--- config.mk ---
export PLATFORM = sky130hd
export DESIGN_NAME = rgb_contrast_stretch_unit
export DESIGN_NICKNAME = d
export VERILOG_FILES = /design/src/sv/rcs_pkg.sv /design/src/sv/rgb_contrast_stretch_unit.sv
export SDC_FILE = /design/constraint.sdc
export NUM_CORES = 1
export LEC_CHECK = 0
export BUFFER_PORTS_ARGS = -buffer_cell sky130_fd_sc_hd__buf_2
export CAP_MARGIN = 20
export CORE_MARGIN = 2
export CORE_UTILIZATION = 40
export DETAILED_ROUTE_END_ITERATION = 7
export REMOVE_ABC_BUFFERS = 1
export SLEW_MARGIN = 15
export SYNTH_ARGS = -nofsm -noshare
export SYNTH_HDL_FRONTEND = slang
export SYNTH_SLANG_ARGS = --single-unit
--- constraint.sdc ---
create_clock -name clk -period 3.1 [get_ports clk]
set_clock_uncertainty 0.05 [all_clocks]
set_input_delay 0.93 -clock clk [delete_from_list [all_inputs] [get_ports clk]]
set_output_delay 0.93 -clock clk [all_outputs]
set_load 0.05 [all_outputs]
--- src/sv/rcs_pkg.sv ---
package rcs_pkg;

	localparam int NUM_CH    = 3;
	localparam int DIV_STEPS = 8;
	localparam int CNT_W     = $clog2(DIV_STEPS);

	localparam logic [7:0] FULL_SCALE = 8'd255;
	localparam logic [7:0] LOW_RESET  = 8'd255;
	localparam logic [7:0] HIGH_RESET = 8'd0;

	localparam logic KIND_MEASURE = 1'b0;
	localparam logic KIND_STRETCH = 1'b1;

	typedef struct packed {
		logic       kind;
		logic       first_of_frame;
		logic [7:0] red_in;
		logic [7:0] green_in;
		logic [7:0] blue_in;
	} pix_item_t;

	typedef struct packed {
		logic [7:0] red_out;
		logic [7:0] green_out;
		logic [7:0] blue_out;
	} res_item_t;

	typedef enum logic [1:0] {
		ST_IDLE,
		ST_PREP,
		ST_DIV,
		ST_WRITE
	} rcs_state_t;

endpackage

--- src/sv/rgb_contrast_stretch_unit.sv ---
// Per-channel min/max contrast stretch for 8-bit RGB. A measure transaction
// (kind 0) folds its pixel into the running min/max of each channel;
// first_of_frame restarts the min/max from that pixel. A stretch
// transaction (kind 1) returns floor((v-min)*255/(max-min)) per channel,
// saturated to 0 below min and 255 above max, and 0 for a flat or empty range.
// A stretch transaction is accepted, numerator and divisor are formed, then
// 8 restoring-division steps run (one quotient bit per cycle on a divide lane
// per channel) and the result register is loaded. pix_stall stays high through
// preparation, division and write, longer if the result register still holds
// an unaccepted result. Measure transactions are taken every cycle while idle.
module rgb_contrast_stretch_unit (
	input  logic              clk,
	input  logic              arst_n,
	input  logic              pix_valid,
	output logic              pix_stall,
	input  rcs_pkg::pix_item_t pix,
	output logic              res_valid,
	input  logic              res_stall,
	output rcs_pkg::res_item_t res
);

	rcs_pkg::rcs_state_t state_q, state_d;

	logic [rcs_pkg::CNT_W-1:0] cnt_q;
	logic                      pix_acc;
	logic                      prep_en, step_en, load_res, res_free;

	logic [7:0]  low_q   [rcs_pkg::NUM_CH];
	logic [7:0]  high_q  [rcs_pkg::NUM_CH];
	logic [7:0]  ch_in   [rcs_pkg::NUM_CH];
	logic [7:0]  ch_q    [rcs_pkg::NUM_CH];
	logic [7:0]  span_q  [rcs_pkg::NUM_CH];
	logic [7:0]  rem_q   [rcs_pkg::NUM_CH];
	logic [7:0]  nq_q    [rcs_pkg::NUM_CH];
	logic        zero_q  [rcs_pkg::NUM_CH];
	logic        full_q  [rcs_pkg::NUM_CH];

	logic [7:0]  diff    [rcs_pkg::NUM_CH];
	logic [15:0] num     [rcs_pkg::NUM_CH];
	logic [7:0]  span    [rcs_pkg::NUM_CH];
	logic [8:0]  trial   [rcs_pkg::NUM_CH];
	logic [7:0]  trial_r [rcs_pkg::NUM_CH];
	logic        ge      [rcs_pkg::NUM_CH];
	logic [7:0]  lane_out[rcs_pkg::NUM_CH];

	logic              res_valid_q;
	rcs_pkg::res_item_t res_q;

	// Split the incoming pixel into channels
	assign ch_in[0] = pix.red_in;
	assign ch_in[1] = pix.green_in;
	assign ch_in[2] = pix.blue_in;

	assign pix_acc  = pix_valid && !pix_stall;
	assign res_free = !res_valid_q || !res_stall;

	// Sequencer: next state and control strobes
	always_comb begin
		state_d   = state_q;
		pix_stall = 1'b1;
		prep_en   = 1'b0;
		step_en   = 1'b0;
		load_res  = 1'b0;
		unique case (state_q)
			rcs_pkg::ST_IDLE: begin
				pix_stall = 1'b0;
				if (pix_valid && pix.kind == rcs_pkg::KIND_STRETCH) begin
					state_d = rcs_pkg::ST_PREP;
				end
			end
			rcs_pkg::ST_PREP: begin
				prep_en = 1'b1;
				state_d = rcs_pkg::ST_DIV;
			end
			rcs_pkg::ST_DIV: begin
				step_en = 1'b1;
				if (cnt_q == rcs_pkg::CNT_W'(rcs_pkg::DIV_STEPS - 1)) begin
					state_d = rcs_pkg::ST_WRITE;
				end
			end
			rcs_pkg::ST_WRITE: begin
				if (res_free) begin
					load_res = 1'b1;
					state_d  = rcs_pkg::ST_IDLE;
				end
			end
			default: state_d = rcs_pkg::ST_IDLE;
		endcase
	end

	// Per-lane datapath: numerator, divisor, one restoring step, final select
	always_comb begin
		for (int i = 0; i < rcs_pkg::NUM_CH; i++) begin
			diff[i]    = ch_q[i] - low_q[i];
			num[i]     = {diff[i], 8'd0} - {8'd0, diff[i]};
			span[i]    = high_q[i] - low_q[i];
			trial[i]   = {rem_q[i], nq_q[i][7]};
			ge[i]      = trial[i] >= {1'b0, span_q[i]};
			// the difference fits in 8 bits whenever it is kept
			trial_r[i] = trial[i][7:0] - span_q[i];
			if (zero_q[i]) begin
				lane_out[i] = 8'd0;
			end else if (full_q[i]) begin
				lane_out[i] = rcs_pkg::FULL_SCALE;
			end else begin
				lane_out[i] = nq_q[i];
			end
		end
	end

	// Sequencer state and step counter
	always_ff @(posedge clk or negedge arst_n) begin
		if (!arst_n) begin
			state_q <= rcs_pkg::ST_IDLE;
			cnt_q   <= '0;
		end else begin
			state_q <= state_d;
			if (prep_en) begin
				cnt_q <= '0;
			end else if (step_en) begin
				cnt_q <= cnt_q + 1'b1;
			end
		end
	end

	// Track running min/max on measure transactions
	always_ff @(posedge clk or negedge arst_n) begin
		if (!arst_n) begin
			for (int i = 0; i < rcs_pkg::NUM_CH; i++) begin
				low_q[i]  <= rcs_pkg::LOW_RESET;
				high_q[i] <= rcs_pkg::HIGH_RESET;
			end
		end else if (pix_acc && pix.kind == rcs_pkg::KIND_MEASURE) begin
			for (int i = 0; i < rcs_pkg::NUM_CH; i++) begin
				if (pix.first_of_frame) begin
					low_q[i]  <= ch_in[i];
					high_q[i] <= ch_in[i];
				end else begin
					if (ch_in[i] < low_q[i]) begin
						low_q[i] <= ch_in[i];
					end
					if (ch_in[i] > high_q[i]) begin
						high_q[i] <= ch_in[i];
					end
				end
			end
		end
	end

	// Capture pixel, set up and step the divide lanes
	always_ff @(posedge clk) begin
		for (int i = 0; i < rcs_pkg::NUM_CH; i++) begin
			if (pix_acc) begin
				ch_q[i] <= ch_in[i];
			end
			if (prep_en) begin
				span_q[i] <= span[i];
				rem_q[i]  <= num[i][15:8];
				nq_q[i]   <= num[i][7:0];
				zero_q[i] <= (high_q[i] <= low_q[i]) || (ch_q[i] <= low_q[i]);
				full_q[i] <= ch_q[i] >= high_q[i];
			end else if (step_en) begin
				rem_q[i] <= ge[i] ? trial_r[i] : trial[i][7:0];
				nq_q[i]  <= {nq_q[i][6:0], ge[i]};
			end
		end
	end

	// Result register: hold until the transaction is taken
	always_ff @(posedge clk or negedge arst_n) begin
		if (!arst_n) begin
			res_valid_q <= 1'b0;
		end else if (load_res) begin
			res_valid_q <= 1'b1;
		end else if (!res_stall) begin
			res_valid_q <= 1'b0;
		end
	end

	always_ff @(posedge clk) begin
		if (load_res) begin
			res_q.red_out   <= lane_out[0];
			res_q.green_out <= lane_out[1];
			res_q.blue_out  <= lane_out[2];
		end
	end

	assign res_valid = res_valid_q;
	assign res       = res_q;

endmodule

=== After elaboration in Yosys (flattened, before gate mapping) ===
Memories as Yosys holds them, arrays and structs flattened.
Cells that the tools add are included.

* Multiplexer cells: 44
* Div/mod/pow operators: 0
* Shift-type cells: 0
* Equality and inequality tests: 8
* $lt $le $gt $ge: 18
* Add/subtract/negate cells: 13
* Multipliers: 0
* Bitwise operators: 7
* Reduce and logical (&&, ||, !) cells: 24

{| class="wikitable"
|+ Operators with widths
! operator !! number
|-
| $mux 8 || 24
|-
| $sub 8x8->8 || 9
|-
| $le 8x8->1 || 6
|-
| $sub 16x8->16 || 3
|-
| $ge 9x8->1 || 3
|-
| $ge 8x8->1 || 3
|-
| $gt 8x8->1 || 3
|-
| $lt 8x8->1 || 3
|-
| $mux 1 || 14
|-
| $reduce_bool 2->1 || 7
|-
| $reduce_and 2->1 || 6
|-
| $pmux 2 s4 || 1
|-
| $mux 2 || 3
|-
| $mux 3 || 2
|-
| $or 1x1->1 || 6
|-
| $eq 2x2->1 const B || 2
|-
| $logic_or 1x1->1 || 4
|-
| $ne 2x1->1 const B || 2
|-
| $ne 2x2->1 const B || 2
|-
| $add 3x1->3 const B || 1
|-
| $eq 3x3->1 const B || 1
|-
| $logic_and 1x1->1 || 3
|-
| $reduce_and 3->1 || 1
|-
| $eq 2x1->1 const B || 1
|-
| other kinds (3) || 4
|}

* Memory bits (read-only): 0
* Output and inout bits: 26
* Memories: 6
* Memory bits (writable): 102
* Bits in latches: 0
* Bits in registers: 78

{| class="wikitable"
|+ Memories
! name !! words !! width !! rd ports !! clocked after memory_dff !! wr ports !! line !! text
|-
| ch_q || 3 || 8 || 3 || 0 || 3 || rgb_contrast_stretch_unit.sv:31 || <nowiki>logic [7:0] ch_q [rcs_pkg::NUM_CH];</nowiki>
|-
| nq_q || 3 || 8 || 3 || 0 || 3 || rgb_contrast_stretch_unit.sv:34 || <nowiki>logic [7:0] nq_q [rcs_pkg::NUM_CH];</nowiki>
|-
| rem_q || 3 || 8 || 3 || 0 || 3 || rgb_contrast_stretch_unit.sv:33 || <nowiki>logic [7:0] rem_q [rcs_pkg::NUM_CH];</nowiki>
|-
| span_q || 3 || 8 || 3 || 0 || 3 || rgb_contrast_stretch_unit.sv:32 || <nowiki>logic [7:0] span_q [rcs_pkg::NUM_CH];</nowiki>
|-
| full_q || 3 || 1 || 3 || 0 || 3 || rgb_contrast_stretch_unit.sv:36 || <nowiki>logic full_q [rcs_pkg::NUM_CH];</nowiki>
|-
| zero_q || 3 || 1 || 3 || 0 || 3 || rgb_contrast_stretch_unit.sv:35 || <nowiki>logic zero_q [rcs_pkg::NUM_CH];</nowiki>
|}

=== Logic depth before layout (Yosys ltp) ===
Gate-level depths: netlist (run 1).

* Depth after elaboration: 6
* Depth in mapped cells: 12
* Gate-level depth less buffers: 11

=== Worst setup path after synthesis (run 1) ===
Ideal clock, no wire load.

* Path kind: input -> register
* From: input port res_stall
* To: register res_q, in the netlist res[0] (enable)
* Buffers on the path: 0
* Cell stages on the path: 1
* Slack: -0.126 ns
* Required time: 2.608 ns
* Arrival time: 2.734 ns
* Library setup time: 0.442 ns
* Cells stage by stage: a21boi_0

* Cells in the longest elaborated chain, start to end: 4

{| class="wikitable"
|+ RTL lines
! element !! line !! text
|-
| start, declared || rgb_contrast_stretch_unit.sv:18 || <nowiki>input logic res_stall,</nowiki>
|-
| $logic_not 1->1 || -- ||
|-
| $logic_or 1x1->1 || rgb_contrast_stretch_unit.sv:55 || <nowiki>assign res_free = !res_valid_q || !res_stall;</nowiki>
|-
| $mux 1 || rgb_contrast_stretch_unit.sv:82 || <nowiki>if (res_free) begin</nowiki>
|-
| $mux 1 || rgb_contrast_stretch_unit.sv:64 || <nowiki>unique case (state_q)</nowiki>
|-
| end, declared || rgb_contrast_stretch_unit.sv:47 || <nowiki>rcs_pkg::res_item_t res_q;</nowiki>
|}

No other way between the ends.
A chain may end at the register's enable or synchronous reset.

==> results of run 1 <==
[metrics by stage]
stage / instance area (sq um) / cells / util, %
3_3_place_gp: 13900 / 1754 / 44.0
3_5_place_dp: 13900 / 1754 / 44.0
5_1_grt: 14600 / 1788 / 46.2
2_1_floorplan: 12700 / 1245 / -
6_report: 14600 / 1788 / 46.2
4_1_cts: 14500 / 1786 / 46.0
[final cells by class]
| class | instances | area [sq um] | area share (%) |
|---|---|---|---|
| timing repair buffer | 109 | 706 | 4.84 |
| clock buffer | 17 | 425 | 2.92 |
| multi-input combinational | 946 | 7150 | 49.1 |
| inverter | 119 | 447 | 3.06 |
| clock inverter | 15 | 183 | 1.25 |
| tap | 402 | 503 | 3.45 |
| sequential | 180 | 5160 | 35.4 |
[state kept, by name, indices dropped and copies added (netlist names)]
register / flops
rem_q: 24
low_q: 24
res: 24
full_q: 3
ch_q: 24
high_q: 24
zero_q: 3
res_valid: 1
nq_q: 24
cnt_q: 3
state_q: 2
span_q: 24
[synthesized netlist by cell type, drive strengths merged (14+ instances only)]
cell type	n
nor3	17
o21a	32
or3	14
o21ai	69
nor2b	25
xnor2	27
nand4	50
edfxtp	126
mux2i	16
nand2	63
and3	28
nor2	113
inv	119
a21o	24
a21oi	79
dfrtp	30
dfstp	24
clkbuf	36
o311ai	25
ha	151
mux2	30
[kinds of logic (layout without fill, tap and decap cells)]
kind of cell | after synthesis | count (layout) | synth area share (%)
compound gates | 329 | 329 | 17.6
mux | 46 | 46 | 3.94
xor+xnor | 39 | 39 | 2.72
buf+inv | 159 | 260 | 4.68
simple gates | 372 | 372 | 14.8
fa+ha+maj | 160 | 160 | 16.1
flops | 180 | 180 | 40.2
[final timing paths]
check	from	to	cells past startpoint
setup / recovery	low_q[12]$_DFFE_PN1P_	nq_q[1][7]$_DFFE_PP_	8
hold / removal	cnt_q[2]$_DFFE_PN0P_	cnt_q[2]$_DFFE_PN0P_	2
min in group asynchronous	arst_n	high_q[17]$_DFFE_PN0P_	2
setup reg to reg	low_q[12]$_DFFE_PN1P_	nq_q[1][7]$_DFFE_PP_	8
max in group asynchronous	arst_n	state_q[1]$_DFFE_PN0P_	2
hold reg to reg	cnt_q[2]$_DFFE_PN0P_	cnt_q[2]$_DFFE_PN0P_	2
[worst max-delay path: stages, from the launching register on]
cell and delay (ps):
dfstp_2 530, inv_1 120, ha_1 450, nand4_1 190
a211oi_1 360, nor4_1 150, or2_2 340, a311o_1 390
o211a_1 140
[metal layers]
metal	GRT usage, %	up-vias	routed length, um
met5	0	-	0
met4	6.05	0	531
met3	2.52	37	1200
met2	29.3	225	13400
met1	28.3	4667	16000
li1	-	4962	-
[repair_timing]
action,4_1_cts,5_1_grt
gates resized for setup,1,14
setup buffers,0,2
setup endpoints to repair,1,16
pin swaps,0,4
cloned,0,0
==> out/metrics.csv, run 1 <==
stage,metric,value,unit
floorplanning,die footprint,33600,sq um
clock_tree,Root Driver,clkbuf_16,
finish,P&R area growth vs syn,13.5,%
critical_path,CP Data Required Time,3250,ps
placement,# port buffers,55,
global_routing,grt total ovfl,0,
sta,Setup TNS,0,ps
yosys,Avg Synthesized Cell Area,10.0,sq um
finish,ANT cells,0,
job,max-cap check violation count,0,
placement,Routability Congestion,0.868,
finish,Fillers,3011,
critical_path,reg2reg setup slack,130,ps
yosys,"area leader, netlist",edfxtp_1,
sta,Slew @ Worst Pin,783,ps
finish,layout net count,1563,
route,routed length per instance,17.4,um
placement,Setup WS pre-CTS,18.0,ps
floorplanning,Core ar.,31600,sq um
sta,RSZ-0062 raised after global routing,false,
run_status,status,finished clean,
placement,hpwl dp,24.0,mm
clock_tree,"Clk Latency, worst-skew pair",450,ps
sta,Tcrit/Tclk final,95.9,%
sta,Final Max Slew Viols,0,
yosys,largest cells by area after synthesis,"edfxtp_1 (29%), ha_1 (15%), dfrtp_1 (5.8%), dfstp_2 (4.9%), inv_1 (3.4%)",
yosys,Synth async-reset ratio,30.0,%
floorplanning,Die W,183,um
route,Routed WL,31.1,mm
clock_tree,H-tree depth,4,
floorplanning,Initial Util,40.7,%
yosys,sequential share of the synthesized area,40.2,%
floorplanning,FP Rows,65,
global_routing,first-pass GRT wire length,51.4,mm
sta,Max transition margin,47.8,%
yosys,number of flops mapped to enable cells by yosys,126,
sta,fmax,336,MHz
clock_tree,# clock sinks,180,
floorplanning,Die H,183,um
route,Remaining DRCs,0,
global_routing,number of global-route vias before repair,9884,
yosys,"Top FF cell, synth",edfxtp_1,
yosys,post-synthesis cell count,1285,
sta,Final Hold Violating Endpoints,0,
finish,"commonest non-fill, non-tap cell in the layout",ha_1,
critical_path,CP Max Fanout,7,
sta,min Tclk post-route,2970,ps
yosys,"Distinct cells, synth",75,
global_routing,pin count of the biggest net entering global routing,55,
critical_path,Startpoint Class,flop,
clock_tree,CTS Buffer Depth,2,
critical_path,worst setup path class,flop to flop,
global_routing,initial antenna violation count,0,
yosys,Mapped Area,12800,sq um
critical_path,crit end category,flop,
route,ANT nets after route,0,
route,Via density,5.53,
sta,# setup viols final,0,
route,Starting DRT DRC Count,658,
global_routing,GRT Util Overall,19.2,%
finish,share of layout cells above drive strength 1,17.2,%
clock_tree,Worst-path clk slew,80,ps
route,via count,9891,
yosys,synth warn,0,
yosys,post-synthesis sequential element count,180,
yosys,share of the synthesized area in the top cell type,29.5,%
clock_tree,cts bufs inserted,17,
clock_tree,Hold Buf Count CTS,0,
critical_path,critical path arrival,3120,ps
sta,Min Hold Slack,488,ps
sta,setup ws final,128,ps
finish,"commonest cells after routing, fill and taps aside","ha_1 (148), edfxtp_1 (126), inv_1 (117), nor2_1 (113), a21oi_1 (75)",
clock_tree,TritonCTS clock tree,yes,
route,1st-pass router iterations,5,
floorplanning,I/O pin count,56,
worst_hold_path,Hold WC Path Type,flop to flop,
Power of run 1 is not shown: default switching activity piles up to over one toggle a cycle in this logic, so the estimate is an artifact.
==> run 2, diff against run 1 <==
--- a/config.mk
+++ b/config.mk
@@ -7,9 +7,12 @@
 export LEC_CHECK = 0
 export BUFFER_PORTS_ARGS = -buffer_cell sky130_fd_sc_hd__buf_2
 export CAP_MARGIN = 20
+export CELL_PAD_IN_SITES_DETAIL_PLACEMENT = 1
+export CELL_PAD_IN_SITES_GLOBAL_PLACEMENT = 1
 export CORE_MARGIN = 2
 export CORE_UTILIZATION = 40
 export DETAILED_ROUTE_END_ITERATION = 7
+export PLACE_DENSITY_LB_ADDON = 0.1
 export REMOVE_ABC_BUFFERS = 1
 export SLEW_MARGIN = 15
 export SYNTH_ARGS = -nofsm -noshare
==> run 2 against run 1 <==
  * Non-clock buffer count rose by 4
  * Utilization rose by 0.059 points
  * Critical path depth rose by 2
  * Final cell count up 0.22%
  * Sequential share of layout area is essentially flat
  * Routed wire length increased by 12%
  * First-iteration DRC count down 14%
  * Global-route usage up 2.4 points
  * Fmax decreased by 0.96%
==> out/metrics.csv, run 2 (synthesis gave the netlist of run 1 again) <==
stage,metric,value,unit
run_status,status,finished clean,
sta,Max transition margin,46.9,%
global_routing,initial antenna violation count,1,
floorplanning,Die H,183,um
clock_tree,H-tree depth,4,
clock_tree,cts bufs inserted,17,
global_routing,grt total ovfl,0,
placement,hpwl dp,27.2,mm
clock_tree,CTS Buffer Depth,2,
sta,Slew @ Worst Pin,795,ps
sta,fmax,333,MHz
floorplanning,Initial Util,40.7,%
critical_path,CP top delay family,simple AND/OR/NAND/NOR gates,
critical_path,CP Max Fanout,6,
sta,Tcrit/Tclk final,96.8,%
route,Via density,5.66,
global_routing,number of global-route vias before repair,10400,
global_routing,GRT Util Overall,21.6,%
global_routing,first-pass GRT wire length,57.0,mm
placement,# port buffers,55,
sta,Final Hold Violating Endpoints,0,
route,routed length per instance,19.4,um
clock_tree,"Clk Latency, worst-skew pair",450,ps
critical_path,worst setup path class,flop to flop,
sta,RSZ-0062 raised after global routing,true,
sta,# setup viols final,0,
route,via count,10100,
route,Routed WL,34.8,mm
finish,P&R area growth vs syn,13.7,%
finish,ANT cells,0,
finish,"commonest non-fill, non-tap cell in the layout",ha_1,
route,1st-pass router iterations,5,
critical_path,CP Data Required Time,3350,ps
route,Remaining DRCs,0,
floorplanning,I/O pin count,56,
critical_path,Worst path slowest cell,dfstp_2,
placement,Routability Congestion,0.840,
finish,share of layout cells above drive strength 1,17.4,%
critical_path,crit-path max cell delay,530,ps
critical_path,CP Cell Sequence,"ha_1, inv_1, fa_1, inv_1, ha_4, nand3b_1, mux2_4, or3_4, or3b_4, a22oi_2",
sta,min Tclk post-route,3000,ps
critical_path,"Top cell by count, worst path",inv_1,
critical_path,crit end category,flop,
floorplanning,Core ar.,31600,sq um
finish,layout net count,1567,
finish,"commonest cells after routing, fill and taps aside","ha_1 (148), edfxtp_1 (126), inv_1 (118), nor2_1 (112), a21oi_1 (77)",
floorplanning,Die W,183,um
critical_path,critical path arrival,3250,ps
clock_tree,Hold Buf Count CTS,0,
clock_tree,Post-CTS Setup Bufs,0,
route,Starting DRT DRC Count,564,
critical_path,CP Buf/Inv Count,2,
finish,Final Core Density,46.3,%
clock_tree,# clock sinks,180,
sta,Final Max Slew Viols,0,
floorplanning,FP Rows,65,
critical_path,Startpoint Class,flop,
job,max-cap check violation count,0,
floorplanning,die footprint,33600,sq um
sta,Min Hold Slack,495,ps
clock_tree,TritonCTS clock tree,yes,
clock_tree,Root Driver,clkbuf_16,
route,ANT nets after route,0,
global_routing,pin count of the biggest net entering global routing,69,
clock_tree,cts repair resizes,0,
clock_tree,Worst-path clk slew,70,ps
worst_hold_path,Hold WC Path Type,flop to flop,
-- run 2: changes by cell type in the layout (fill, tap and decap cells not counted), sizes merged --
cell,before,now
clkinv,6,2
inv,127,129
clkinvlp,0,2
buf,109,113
-- run 2: final timing paths --
path	from	cells past startpoint	slack, ps	endpoint
hold reg to reg	cnt_q[1]$_DFFE_PN0P_	2	490	cnt_q[1]$_DFFE_PN0P_
setup reg to reg	low_q[16]$_DFFE_PN1P_	10	100	rem_q[0][6]$_DFFE_PP_
hold / removal	cnt_q[1]$_DFFE_PN0P_	2	490	cnt_q[1]$_DFFE_PN0P_
min in group asynchronous	arst_n	2	590	high_q[1]$_DFFE_PN0P_
max in group asynchronous	arst_n	2	1890	high_q[12]$_DFFE_PN0P_
setup / recovery	low_q[16]$_DFFE_PN1P_	10	100	rem_q[0][6]$_DFFE_PP_
-- run 2: worst register-to-register path, delay by kind of cell (launching register included) --
kind | cells | cell delay, ps
mux | 1 | 290
flops | 1 | 530
buf+inv | 2 | 190
compound gates | 1 | 160
fa+ha+maj | 3 | 770
simple gates | 3 | 860
-- run 2: cell type report --
| cell class | instances | area [sq um] |
|---|---|---|
| fill | 3541 | 17000 |
| inverter | 119 | 447 |
| sequential | 180 | 5160 |
| timing repair buffer | 113 | 736 |
| tap | 402 | 503 |
| clock buffer | 17 | 425 |
| clock inverter | 15 | 159 |
| multi-input combinational | 946 | 7170 |
-- run 2: layer usage --
layer | global-route usage, % | share of wire [%]
met3 | 2.72 | 2.7
met1 | 33.0 | 53
met4 | 5.28 | 1.2
met2 | 32.3 | 43
met5 | 0 | 0
-- run 2: through the flow --
step	setup TNS [ps]	instance area, sq um	worst slack (ps)	instances
final	0	14600	98.7	1792
after global routing	-13.9	14600	-13.9	1792
after global placement	0	13900	111	1760
after CTS	0	14500	6.43	1792
after floorplan	-15770	12700	-495	1245
after detailed placement	0	13900	27.1	1760
Power of run 2 is left out for the same reason.
==> run 3, diff against run 2 <==
--- a/config.mk
+++ b/config.mk
@@ -5,7 +5,7 @@
 export SDC_FILE = /design/constraint.sdc
 export NUM_CORES = 1
 export LEC_CHECK = 0
-export BUFFER_PORTS_ARGS = -buffer_cell sky130_fd_sc_hd__buf_2
+export BUFFER_PORTS_ARGS = -buffer_cell sky130_fd_sc_hd__clkbuf_2
 export CAP_MARGIN = 20
 export CELL_PAD_IN_SITES_DETAIL_PLACEMENT = 1
 export CELL_PAD_IN_SITES_GLOBAL_PLACEMENT = 1
==> constraint.sdc (replaced) <==
create_clock -name clk -period 3.1 [get_ports clk]
set_clock_uncertainty 0.05 [all_clocks]
set_input_delay 0.93 -clock clk [delete_from_list [all_inputs] [get_ports clk]]
set_output_delay 0.93 -clock clk [all_outputs]
set_load 0.02 [all_outputs]
==> run 3 against run 2 <==
  * Final area is 0.32% lower
  * Routed wire length is 0.39% lower
  * Non-clock buffer count is 2 lower
  * Die area stayed put
  * Critical endpoint is now nq_q[1][7]$_DFFE_PP_
  * Register-to-register slack better by 40 ps
  * Worst setup slack better by 43 ps
  * Via count is 0.61% lower
  * First-iteration DRC count is 2.7% higher
  * Largest cell class unchanged
  * Utilization is 0.15 points lower
  * Critical path depth is 2 lower
  * Global-route usage is 0.18 points lower
  * Count of clock-buffer cells in the layout is 2 higher
==> out/metrics.csv, run 3 (synthesis gave the netlist of run 1 again) <==
stage,metric,value,unit
run_status,status,finished clean,
job,max-cap check violation count,0,
route,Routed WL,34.6,mm
sta,Max transition margin,46.3,%
clock_tree,CTS Buffer Depth,2,
route,Starting DRT DRC Count,579,
floorplanning,die footprint,33600,sq um
finish,Final Core Density,46.1,%
finish,P&R area growth vs syn,13.3,%
floorplanning,FP Rows,65,
route,Via density,5.63,
sta,Slew @ Worst Pin,806,ps
sta,min Tclk post-route,2960,ps
placement,Setup WS pre-CTS,27.2,ps
finish,ANT cells,0,
global_routing,first-pass GRT wire length,56.1,mm
finish,footprint of the multi-input gates,7160,sq um
critical_path,CP Max Fanout,7,
floorplanning,Core ar.,31600,sq um
worst_hold_path,WHS Endpoint,cnt_q[2]$_DFFE_PN0P_,
route,via count,10100,
sta,# setup viols final,0,
finish,"commonest non-fill, non-tap cell in the layout",ha_1,
critical_path,worst setup path class,flop to flop,
sta,setup ws final,142,ps
route,routed length per instance,19.4,um
global_routing,number of global-route vias before repair,10300,
sta,fmax,338,MHz
global_routing,pin count of the biggest net entering global routing,69,
worst_hold_path,worst hold start,cnt_q[2]$_DFFE_PN0P_,
clock_tree,# clock sinks,180,
finish,register area,5160,sq um
sta,Final Hold Violating Endpoints,0,
global_routing,GRT Util Overall,21.4,%
finish,layout net count,1565,
clock_tree,cts bufs inserted,17,
critical_path,Startpoint Class,flop,
placement,hpwl dp,27.3,mm
sta,Final Max Slew Viols,0,
clock_tree,TritonCTS clock tree,yes,
critical_path,CP Data Required Time,3260,ps
clock_tree,Worst-path clk slew,80,ps
clock_tree,"Clk Latency, worst-skew pair",450,ps
route,1st-pass router iterations,5,
finish,share of layout cells above drive strength 1,17.2,%
placement,Routability Congestion,0.820,
clock_tree,H-tree depth,4,
critical_path,critical register-to-register path endpoint,nq_q[1][7]$_DFFE_PP_,
floorplanning,Die H,183,um
placement,# port buffers,55,
global_routing,GR peak layer,met1,
critical_path,FF-to-FF Start,low_q[9]$_DFFE_PN1P_,
global_routing,met1 Track Usage GR,32.4,%
global_routing,routing usage on met2,32.0,%
critical_path,Reg2Reg Depth,8,
global_routing,initial antenna violation count,0,
critical_path,reg2reg setup slack,140,ps
critical_path,critical path arrival,3110,ps
sta,Min Hold Slack,491,ps
global_routing,met3 Use GR,2.82,%
route,Remaining DRCs,0,
finish,"commonest cells after routing, fill and taps aside","ha_1 (148), edfxtp_1 (126), inv_1 (117), nor2_1 (113), a21oi_1 (76)",
floorplanning,I/O pin count,56,
worst_hold_path,Hold WC Path Type,flop to flop,
floorplanning,Initial Util,40.7,%
sta,Tcrit/Tclk final,95.4,%
clock_tree,Root Driver,clkbuf_16,
floorplanning,Die W,183,um
worst_hold_path,Hold Path Depth,2,
critical_path,crit end category,flop,
finish,Fillers,3541,
clock_tree,Post-CTS Setup Bufs,0,
global_routing,grt total ovfl,0,
route,ANT nets after route,0,
==> run 3: repair_timing <==
item	4_1_cts	5_1_grt
gates resized for setup	0	14
hold endpoints to repair	0	0
hold buffers	0	0
endpoints found under the setup margin	0	21
==> run 3: critical path, stage by stage, from the launching register on <==
cell and delay [ps]:
dfstp_2 580, inv_1 100, ha_1 310, nand2b_1 90, a21oi_1 260, xor2_1 520, nor3_1 220, a311o_1 440
o211a_1 140
==> run 3: metal layers <==
metal	up-vias	share of wire, %
met5	-	0
met4	0	1.3
met3	35	2.7
met2	141	42
met1	4935	54
li1	4968	-
==> run 3: how the worst max path moves through the flow <==
stage,start,end,slack [ps],depth (start not counted)
after CTS,low_q[16]$_DFFE_PN1P_,rem_q[0][6]$_DFFE_PP_,20,10
after detailed placement,low_q[16]$_DFFE_PN1P_,rem_q[0][6]$_DFFE_PP_,30,10
after global routing,low_q[0]$_DFFE_PN1P_,rem_q[2][6]$_DFFE_PP_,-40,10
after floorplan,pix_valid,low_q[0]$_DFFE_PN1P_,-500,5
after global placement,low_q[16]$_DFFE_PN1P_,rem_q[0][6]$_DFFE_PP_,120,10
final,low_q[9]$_DFFE_PN1P_,nq_q[1][7]$_DFFE_PP_,140,8
==> run 3: per-stage QoR <==
step,std cells,instance area (sq um),setup TNS [ps]
2_1_floorplan,1245,12700,-15740
5_1_grt,1790,14600,-66.4
4_1_cts,1790,14500,0
6_report,1790,14600,0
3_3_place_gp,1758,13900,0
3_5_place_dp,1758,13900,0
==> run 3: cell type report <==
type                            count  area share (%)
Clock buffer                       19            3.04
Clock inverter                     13           0.774
Inverter                          119            3.07
Multi-Input combinational cell    946            49.2
Sequential cell                   180            35.5
Tap cell                          402            3.46
Timing Repair Buffer              111            4.95
Power of run 3 is left out for the same reason.
